### config.mk
export PLATFORM = sky130hd
export DESIGN_NAME = my_netlist_tokenizer
export DESIGN_NICKNAME = d
export VERILOG_FILES = /design/src/rtl/btok_pkg.sv /design/src/rtl/btok_core.sv /design/src/rtl/btok_fifo.sv /design/src/rtl/my_netlist_tokenizer.sv
export SDC_FILE = /design/constraint.sdc
export NUM_CORES = 1
export LEC_CHECK = 0
export BUFFER_PORTS_ARGS = -buffer_cell sky130_fd_sc_hd__buf_2
export CAP_MARGIN = 20
export CORE_MARGIN = 3
export CORE_UTILIZATION = 50
export DETAILED_ROUTE_END_ITERATION = 10
export PLACE_DENSITY = 0.66
export SLEW_MARGIN = 20
export SYNTH_ARGS = -nofsm -noshare
export SYNTH_HDL_FRONTEND = slang
export SYNTH_SLANG_ARGS = --single-unit
### constraint.sdc
create_clock -name clk -period 5.1 [get_ports clk]
set_input_delay 0.255 -clock clk [delete_from_list [all_inputs] [get_ports clk]]
set_output_delay 0.255 -clock clk [all_outputs]
set_load 0.03 [all_outputs]
### src/rtl/btok_pkg.sv
package btok_pkg;

  // Field widths of the token word
  localparam int LINE_BITS   = 24;
  localparam int COLUMN_BITS = 16;
  localparam int LENGTH_BITS = 16;
  localparam int KIND_BITS   = 5;

  // Word prefix kept for keyword matching
  localparam int PREFIX_DEPTH = 6;
  localparam int PREFIX_IDX_BITS = $clog2(PREFIX_DEPTH);

  // Token queue
  localparam int FIFO_DEPTH = 4;
  localparam int PTR_BITS   = $clog2(FIFO_DEPTH);
  localparam int CNT_BITS   = $clog2(FIFO_DEPTH + 1);

  // Character codes
  localparam logic [7:0] CH_SPACE = 8'h20;
  localparam logic [7:0] CH_TAB   = 8'h09;
  localparam logic [7:0] CH_NL    = 8'h0A;
  localparam logic [7:0] CH_HASH  = 8'h23;
  localparam logic [7:0] CH_EQ    = 8'h3D;
  localparam logic [7:0] CH_LPAR  = 8'h28;
  localparam logic [7:0] CH_RPAR  = 8'h29;
  localparam logic [7:0] CH_COMMA = 8'h2C;

  // Token kinds
  localparam logic [KIND_BITS-1:0] KIND_EOF    = 5'd0;
  localparam logic [KIND_BITS-1:0] KIND_LPAR   = 5'd1;
  localparam logic [KIND_BITS-1:0] KIND_RPAR   = 5'd2;
  localparam logic [KIND_BITS-1:0] KIND_EQ     = 5'd3;
  localparam logic [KIND_BITS-1:0] KIND_COMMA  = 5'd4;
  localparam logic [KIND_BITS-1:0] KIND_INPUT  = 5'd5;
  localparam logic [KIND_BITS-1:0] KIND_OUTPUT = 5'd6;
  localparam logic [KIND_BITS-1:0] KIND_BUFF   = 5'd7;
  localparam logic [KIND_BITS-1:0] KIND_NOT    = 5'd8;
  localparam logic [KIND_BITS-1:0] KIND_AND    = 5'd9;
  localparam logic [KIND_BITS-1:0] KIND_NAND   = 5'd10;
  localparam logic [KIND_BITS-1:0] KIND_OR     = 5'd11;
  localparam logic [KIND_BITS-1:0] KIND_NOR    = 5'd12;
  localparam logic [KIND_BITS-1:0] KIND_XOR    = 5'd13;
  localparam logic [KIND_BITS-1:0] KIND_XNOR   = 5'd14;
  localparam logic [KIND_BITS-1:0] KIND_DFF    = 5'd15;
  localparam logic [KIND_BITS-1:0] KIND_NAME   = 5'd16;

  // Keyword table: first byte in the low bits, unused bytes zero
  localparam int NUM_KW = 12;
  localparam logic [8*PREFIX_DEPTH-1:0] KW_TEXT [NUM_KW] = '{
    48'h00_54_55_50_4E_49,  // INPUT
    48'h54_55_50_54_55_4F,  // OUTPUT
    48'h00_00_46_46_55_42,  // BUFF
    48'h00_00_00_54_4F_4E,  // NOT
    48'h00_00_00_56_4E_49,  // INV
    48'h00_00_00_44_4E_41,  // AND
    48'h00_00_44_4E_41_4E,  // NAND
    48'h00_00_00_00_52_4F,  // OR
    48'h00_00_00_52_4F_4E,  // NOR
    48'h00_00_00_52_4F_58,  // XOR
    48'h00_00_52_4F_4E_58,  // XNOR
    48'h00_00_00_46_46_44   // DFF
  };
  localparam logic [2:0] KW_LEN [NUM_KW] = '{
    3'd5, 3'd6, 3'd4, 3'd3, 3'd3, 3'd3, 3'd4, 3'd2, 3'd3, 3'd3, 3'd4, 3'd3
  };
  localparam logic [KIND_BITS-1:0] KW_KIND [NUM_KW] = '{
    KIND_INPUT, KIND_OUTPUT, KIND_BUFF, KIND_NOT, KIND_NOT, KIND_AND,
    KIND_NAND, KIND_OR, KIND_NOR, KIND_XOR, KIND_XNOR, KIND_DFF
  };

  // Scanner mode; the fourth code acts as idle
  typedef enum logic [1:0] {
    MODE_IDLE    = 2'd0,
    MODE_COMMENT = 2'd1,
    MODE_WORD    = 2'd2
  } mode_t;

  typedef logic [PREFIX_DEPTH-1:0][7:0] prefix_t;

  typedef struct packed {
    logic [7:0] char_byte;
    logic       end_of_file;
  } in_t;

  typedef struct packed {
    logic [KIND_BITS-1:0]   token_kind;
    logic [LINE_BITS-1:0]   start_line;
    logic [COLUMN_BITS-1:0] start_column;
    logic [LENGTH_BITS-1:0] word_length;
    logic                   last_of_item;
  } out_t;

  // Tokens produced by one item, in order
  typedef struct packed {
    logic [1:0] cnt;
    out_t       tok0;
    out_t       tok1;
  } push_t;

  function automatic logic ends_word(input logic [7:0] c);
    return c == CH_SPACE || c == CH_TAB || c == CH_NL || c == CH_HASH ||
           c == CH_EQ || c == CH_LPAR || c == CH_RPAR || c == CH_COMMA;
  endfunction

  // Keyword match; bytes past the word length are always zero
  function automatic logic [KIND_BITS-1:0] word_kind(
    input prefix_t                prefix,
    input logic [LENGTH_BITS-1:0] count
  );
    logic [KIND_BITS-1:0] kind;
    kind = KIND_NAME;
    for (int i = 0; i < NUM_KW; i++) begin
      if (count == LENGTH_BITS'(KW_LEN[i]) && prefix == KW_TEXT[i]) begin
        kind = KW_KIND[i];
      end
    end
    return kind;
  endfunction

endpackage

### src/rtl/btok_core.sv
module btok_core (
  input  logic          clk,
  input  logic          rst_n,
  input  logic          step,
  input  btok_pkg::in_t item,
  output btok_pkg::push_t push
);
  import btok_pkg::*;

  mode_t                  mode_r, mode_nxt;
  prefix_t                prefix_r, prefix_nxt;
  logic [LENGTH_BITS-1:0] count_r, count_nxt;
  logic [LINE_BITS-1:0]   line_r, line_nxt;
  logic [COLUMN_BITS-1:0] col_r, col_nxt;
  logic [LINE_BITS-1:0]   tline_r, tline_nxt;
  logic [COLUMN_BITS-1:0] tcol_r, tcol_nxt;

  logic [7:0] c;
  logic       eof;
  logic       in_word, in_comment, word_end, word_go, start_word;
  logic       other_vld;
  out_t       word_tok, other_tok;

  assign c          = item.char_byte;
  assign eof        = item.end_of_file;
  assign in_word    = (mode_r == MODE_WORD);
  assign in_comment = (mode_r == MODE_COMMENT);
  assign word_end   = in_word && (eof || ends_word(c));
  assign word_go    = in_word && !word_end;
  assign start_word = !in_word && !in_comment && !eof && !ends_word(c);

  // Next scanner mode
  always_comb begin
    mode_nxt = MODE_IDLE;
    if (eof) begin
      mode_nxt = MODE_IDLE;
    end else begin
      unique case (mode_r)
        MODE_WORD: begin
          mode_nxt = word_go ? MODE_WORD : ((c == CH_HASH) ? MODE_COMMENT : MODE_IDLE);
        end
        MODE_COMMENT: begin
          mode_nxt = (c == CH_NL) ? MODE_IDLE : MODE_COMMENT;
        end
        default: begin
          if (c == CH_HASH) begin
            mode_nxt = MODE_COMMENT;
          end else if (start_word) begin
            mode_nxt = MODE_WORD;
          end else begin
            mode_nxt = MODE_IDLE;
          end
        end
      endcase
    end
  end

  // Tokens, position and word buffer
  always_comb begin
    word_tok.token_kind   = word_kind(prefix_r, count_r);
    word_tok.start_line   = tline_r;
    word_tok.start_column = tcol_r;
    word_tok.word_length  = count_r;
    word_tok.last_of_item = 1'b0;

    other_tok.token_kind   = KIND_EOF;
    other_tok.start_line   = line_r;
    other_tok.start_column = col_r;
    other_tok.word_length  = '0;
    other_tok.last_of_item = 1'b1;
    other_vld = 1'b0;

    if (!word_go) begin
      if (eof) begin
        other_vld = 1'b1;
      end else if (!in_comment) begin
        case (c)
          CH_EQ:    begin other_vld = 1'b1; other_tok.token_kind = KIND_EQ;    end
          CH_LPAR:  begin other_vld = 1'b1; other_tok.token_kind = KIND_LPAR;  end
          CH_RPAR:  begin other_vld = 1'b1; other_tok.token_kind = KIND_RPAR;  end
          CH_COMMA: begin other_vld = 1'b1; other_tok.token_kind = KIND_COMMA; end
          default:  other_vld = 1'b0;
        endcase
      end
    end

    // Position moves on every byte, saturating
    line_nxt = line_r;
    col_nxt  = col_r;
    if (!eof) begin
      if (c == CH_NL) begin
        if (line_r != '1) line_nxt = line_r + 1'b1;
        col_nxt = COLUMN_BITS'(1);
      end else if (col_r != '1) begin
        col_nxt = col_r + 1'b1;
      end
    end

    prefix_nxt = prefix_r;
    count_nxt  = count_r;
    tline_nxt  = tline_r;
    tcol_nxt   = tcol_r;
    if (word_go) begin
      if (count_r < LENGTH_BITS'(PREFIX_DEPTH)) begin
        prefix_nxt[count_r[PREFIX_IDX_BITS-1:0]] = c;
      end
      if (count_r != '1) count_nxt = count_r + 1'b1;
    end else if (start_word) begin
      prefix_nxt    = '0;
      prefix_nxt[0] = c;
      count_nxt     = LENGTH_BITS'(1);
      tline_nxt     = line_r;
      tcol_nxt      = col_r;
    end

    // Word token goes first when both are present
    push.cnt = step ? {word_end && other_vld, word_end ^ other_vld} : 2'd0;
    if (word_end) begin
      push.tok0 = word_tok;
      push.tok0.last_of_item = !other_vld;
    end else begin
      push.tok0 = other_tok;
    end
    push.tok1 = other_tok;
  end

  // State registers
  always_ff @(posedge clk) begin
    if (!rst_n) begin
      mode_r   <= MODE_IDLE;
      prefix_r <= '0;
      count_r  <= '0;
      line_r   <= LINE_BITS'(1);
      col_r    <= COLUMN_BITS'(1);
      tline_r  <= LINE_BITS'(1);
      tcol_r   <= COLUMN_BITS'(1);
    end else if (step) begin
      mode_r   <= mode_nxt;
      prefix_r <= prefix_nxt;
      count_r  <= count_nxt;
      line_r   <= line_nxt;
      col_r    <= col_nxt;
      tline_r  <= tline_nxt;
      tcol_r   <= tcol_nxt;
    end
  end

endmodule

### src/rtl/btok_fifo.sv
module btok_fifo (
  input  logic            clk,
  input  logic            rst_n,
  input  btok_pkg::push_t push,
  output logic            room,
  output logic            out_valid,
  input  logic            out_ready,
  output btok_pkg::out_t  out_data
);
  import btok_pkg::*;

  out_t                mem_r [FIFO_DEPTH];
  logic [PTR_BITS-1:0] wr_ptr_r, wr_ptr_nxt, rd_ptr_r, rd_ptr_nxt, wr_ptr_p1;
  logic [CNT_BITS-1:0] cnt_r, cnt_nxt;
  logic                pop;

  assign wr_ptr_p1 = wr_ptr_r + 1'b1;
  assign pop       = out_valid && out_ready;
  assign out_valid = (cnt_r != '0);
  assign out_data  = mem_r[rd_ptr_r];
  // Room for the two tokens one item can give
  assign room      = (cnt_r <= CNT_BITS'(FIFO_DEPTH - 2));

  // Pointer and count update
  always_comb begin
    wr_ptr_nxt = wr_ptr_r + PTR_BITS'(push.cnt);
    rd_ptr_nxt = rd_ptr_r + PTR_BITS'(pop);
    cnt_nxt    = cnt_r + CNT_BITS'(push.cnt) - CNT_BITS'(pop);
  end

  always_ff @(posedge clk) begin
    if (!rst_n) begin
      wr_ptr_r <= '0;
      rd_ptr_r <= '0;
      cnt_r    <= '0;
    end else begin
      wr_ptr_r <= wr_ptr_nxt;
      rd_ptr_r <= rd_ptr_nxt;
      cnt_r    <= cnt_nxt;
    end
  end

  // Token storage
  always_ff @(posedge clk) begin
    if (push.cnt != 2'd0) mem_r[wr_ptr_r] <= push.tok0;
    if (push.cnt == 2'd2) mem_r[wr_ptr_p1] <= push.tok1;
  end

endmodule

// rtl/my_netlist_tokenizer.sv
// Lexer for gate-level .bench netlist text. Each input word is one byte or an
// end-of-file mark; each output word is one token with its kind, the line and
// column of its first byte, its length (words only) and a flag on the last
// token caused by that input. Input words are taken one per cycle while the
// queue has room: a byte goes into an input register, is scanned against the
// scanner state as it leaves that register, and its tokens land in a
// four-entry token queue. A byte that ends a word and is itself punctuation,
// or an end-of-file mark after a word, gives two tokens; these drain at one
// per cycle while out_ready is high. Scanning waits, and input is held off once
// the input register is full, while the queue has fewer than two free entries.
module my_netlist_tokenizer (
  input  logic           clk,
  input  logic           rst_n,
  input  logic           in_valid,
  output logic           in_ready,
  input  btok_pkg::in_t  in_data,
  output logic           out_valid,
  input  logic           out_ready,
  output btok_pkg::out_t out_data
);
  import btok_pkg::*;

  in_t   item_r;
  logic  item_vld_r;
  logic  room, fire;
  push_t push;

  assign fire     = item_vld_r && room;
  assign in_ready = !item_vld_r || fire;

  // Input register
  always_ff @(posedge clk) begin
    if (!rst_n) begin
      item_vld_r <= 1'b0;
    end else if (in_ready) begin
      item_vld_r <= in_valid;
    end
  end

  always_ff @(posedge clk) begin
    if (in_ready && in_valid) item_r <= in_data;
  end

  btok_core u_core (
    .clk   (clk),
    .rst_n (rst_n),
    .step  (fire),
    .item  (item_r),
    .push  (push)
  );

  btok_fifo u_fifo (
    .clk       (clk),
    .rst_n     (rst_n),
    .push      (push),
    .room      (room),
    .out_valid (out_valid),
    .out_ready (out_ready),
    .out_data  (out_data)
  );

endmodule

==> metrics.txt <==
worst slack, placed=0.7478 ns; Core ar.=0.03679 sq mm; cell chain of the critical path=and4bb_1 > o31ai_2 > nand2_1 > o21ai_4 > inv_2 > ha_1 > nand3_1 > or3_1 > o21ai_4 > buf_12 > a22o_1; Area growth syn-to-layout=12.46%; chip width=about 200 um; Setup WS post-layout=0.7227 ns; Initial Util=51.08%; Fmax=228.5 MHz; Setup-failing EPs final=0; Post-synth top cells=dfxtp_1, edfxtp_1, a22o_1; TNS Setup=0 ns; CP dominant cell by count=o21ai_4; std cell rows=70; post-CTS setup buffer count=0; port bufs=76; min-delay worst type=in -> reg; cts bufs inserted=44; grt ovf=0; pin count of the biggest net entering global routing=67; CTS root buf=clkbuf_16; post-route cell area=0.02113 sq mm; Routed WL per cell=22.57 um; EDFF count, synth=181; post-synthesis sequential area ratio=a little over half; Syn Inst Count=1,687; first-pass GRT wire length=77,000 um; detailed placement HPWL=roughly 30,000 um; Final Skew=0.01519 ns; CTS Buffer Depth=3; Crit path max-delay family=simple AND/OR/NAND/NOR gates; CTS tree=built; Die H=around 200 um; Async SR Flop Fraction=0%; via-per-instance ratio=6.272; Worst-Margin Slew=1.098 ns; clk sinks=411; Placed Instance Area=between 0.015 and 0.02 sq mm; type of origin of the critical path=flip-flop; #FFs+latches synth=411; Setup crit end kind=flip-flop; post-CTS resize count=0; syn_nets=roughly 1,700; outcome=completed; Crit-path slowest cell=or3_1; die footprint=0.03994 sq mm; final hold violation count=0; Pwr Density=390.0 mW/mm^2; critical path's largest stage delay=0.78 ns; Post-DRT Antenna Nets=0; fill cell count=3,041; Warnings, synthesis=0; Ports=77; DR iter-0 viols=1,238; drt total wl=49,710 um; RSZ-0062 raised after global routing=no; GRT Util Overall=about a quarter; Area contributors post-synth=edfxtp_1, dfxtp_1, a22o_1; ant diodes=0; Synth Flop Type=dfxtp_1; routability cong.=0.8883; detailed-route DRC error count=0; First-pass DRT Iterations=5; P_leak=6.985 nW; Syn Area/Cell=about 11 sq um; max-slew violation count=0; nets@finish=1,727; Clk Latency, worst-skew pair=0.57 ns; crit-path max FO=29; DR vias=13,810; crit path DAT=4.69 ns; area share of the largest cell type after synthesis=28.93%; share of layout cells above drive strength 1=17.07%; max-cap viol count=0; htree depth=2; antenna violations before repair=1; most common cell in the synthesized netlist=dfxtp_1; peak supply drop=0.2607 mV; Yosys top cell by area=edfxtp_1; Clock Pin Slew Worst Setup and Hold Paths=0.06 ns; Final Cycle Share=between 80% and 90%; vias in the first global route=13,330; critical path type=reg -> reg; cell area after synthesis=about 0.019 sq mm; Netlist cell types=83; critical path required time=between 5 and 6 ns; CTS Hold Bufs=10; fin crit period=4.377 ns; Rel. slew slack=26.77%; WP buf/inv=2
final timing paths:
check,end,slack (ns),from,cells after the start
setup / recovery,u_fifo.mem_r[2][19],0.72,item_r[1],11
hold / removal,u_core.line_r[0],0.23,rst_n,3
hold reg to reg,u_fifo.mem_r[1][1],0.46,u_fifo.mem_r[1][1],2
setup reg to reg,u_fifo.mem_r[2][19],0.72,item_r[1],11
routing by layer:
layer | global-route usage [%] | routed length [um] | up-vias
met2 | 38.88 | 22550 | 518
li1 | - | - | 6401
met1 | 35.56 | 22250 | 6788
met3 | 4.011 | 3394 | 102
met4 | 9.382 | 1502 | 2
met5 | 0 | 13 | -
logic make-up (layout without fill, tap and decap cells):
group | count (synthesis) | after routing | share of synthesized area, %
compound gates | 414 | 414 | 16.16
xor+xnor | 43 | 43 | 2.004
fa+ha+maj | 15 | 15 | 1.039
buf+inv | 178 | 225 | 3.862
flops | 411 | 411 | 53.43
mux | 62 | 62 | 7.432
simple gates | 564 | 564 | 16.07
worst reg2reg max path, delay by kind of cell, from the launching register on:
| family | cells | cell delay [ns] |
|---|---|---|
| AOI/OAI and AO/OA | 4 | 1.28 |
| and+or+nand+nor | 4 | 1.62 |
| buffers and inverters | 2 | 0.37 |
| adders and majority gates | 1 | 0.25 |
| DFF | 1 | 0.62 |
final cells by class:
cell class / count / area (sq um) / share of cell area [%]
clock buffer: 57 / 1232 / 5.833
clock inverter: 24 / 282.8 / 1.338
inverter: 28 / 105.1 / 0.4974
multi-input combinational: 1098 / 8109 / 38.38
sequential: 411 / 10050 / 47.55
tap: 468 / 585.6 / 2.771
timing repair buffer: 116 / 768.2 / 3.636
power breakdown:
group | switching, mW | total (mW) | internal, mW
Sequential | 0.162 | 3.67 | 3.51
Combinational | 0.772 | 1.24 | 0.470
Clock | 1.32 | 3.33 | 2.01
Total | 2.25 | 8.24 | 5.99
registers in the layout (all words and copies together) (netlist names), 3 cells and up:
name	cells
u_fifo.mem_r	248
u_core.prefix_r	48
u_core.line_r	24
u_core.tline_r	24
u_core.col_r	16
u_core.count_r	16
u_core.tcol_r	16
item_r	9
u_fifo.cnt_r	3
cells in the final DEF, fill, tap and decap left out, types with 38 or more instances in the layout:
cell / n
nand2_1: 169
clkbuf_16: 46
mux4_2: 62
o21ai_1: 38
nor2_1: 93
edfxtp_1: 181
a21oi_1: 62
buf_2: 76
dfxtp_1: 228
o21ai_0: 60
nand3_1: 119
a22o_1: 176
metrics by stage:
stage                     util, %  total power [mW]  instances  hold slack [ns]
after CTS                   57.43             8.315       2202           0.1867
final                       57.44             8.242       2202           0.2283
after global routing        57.44             8.531       2202           0.2284
after detailed placement    53.04             4.987       2111           0.4333
after global placement      53.04             4.979       2111           0.4324
after floorplan                 -             4.600       1687           0.3539
(Power assumes the default switching activity.)
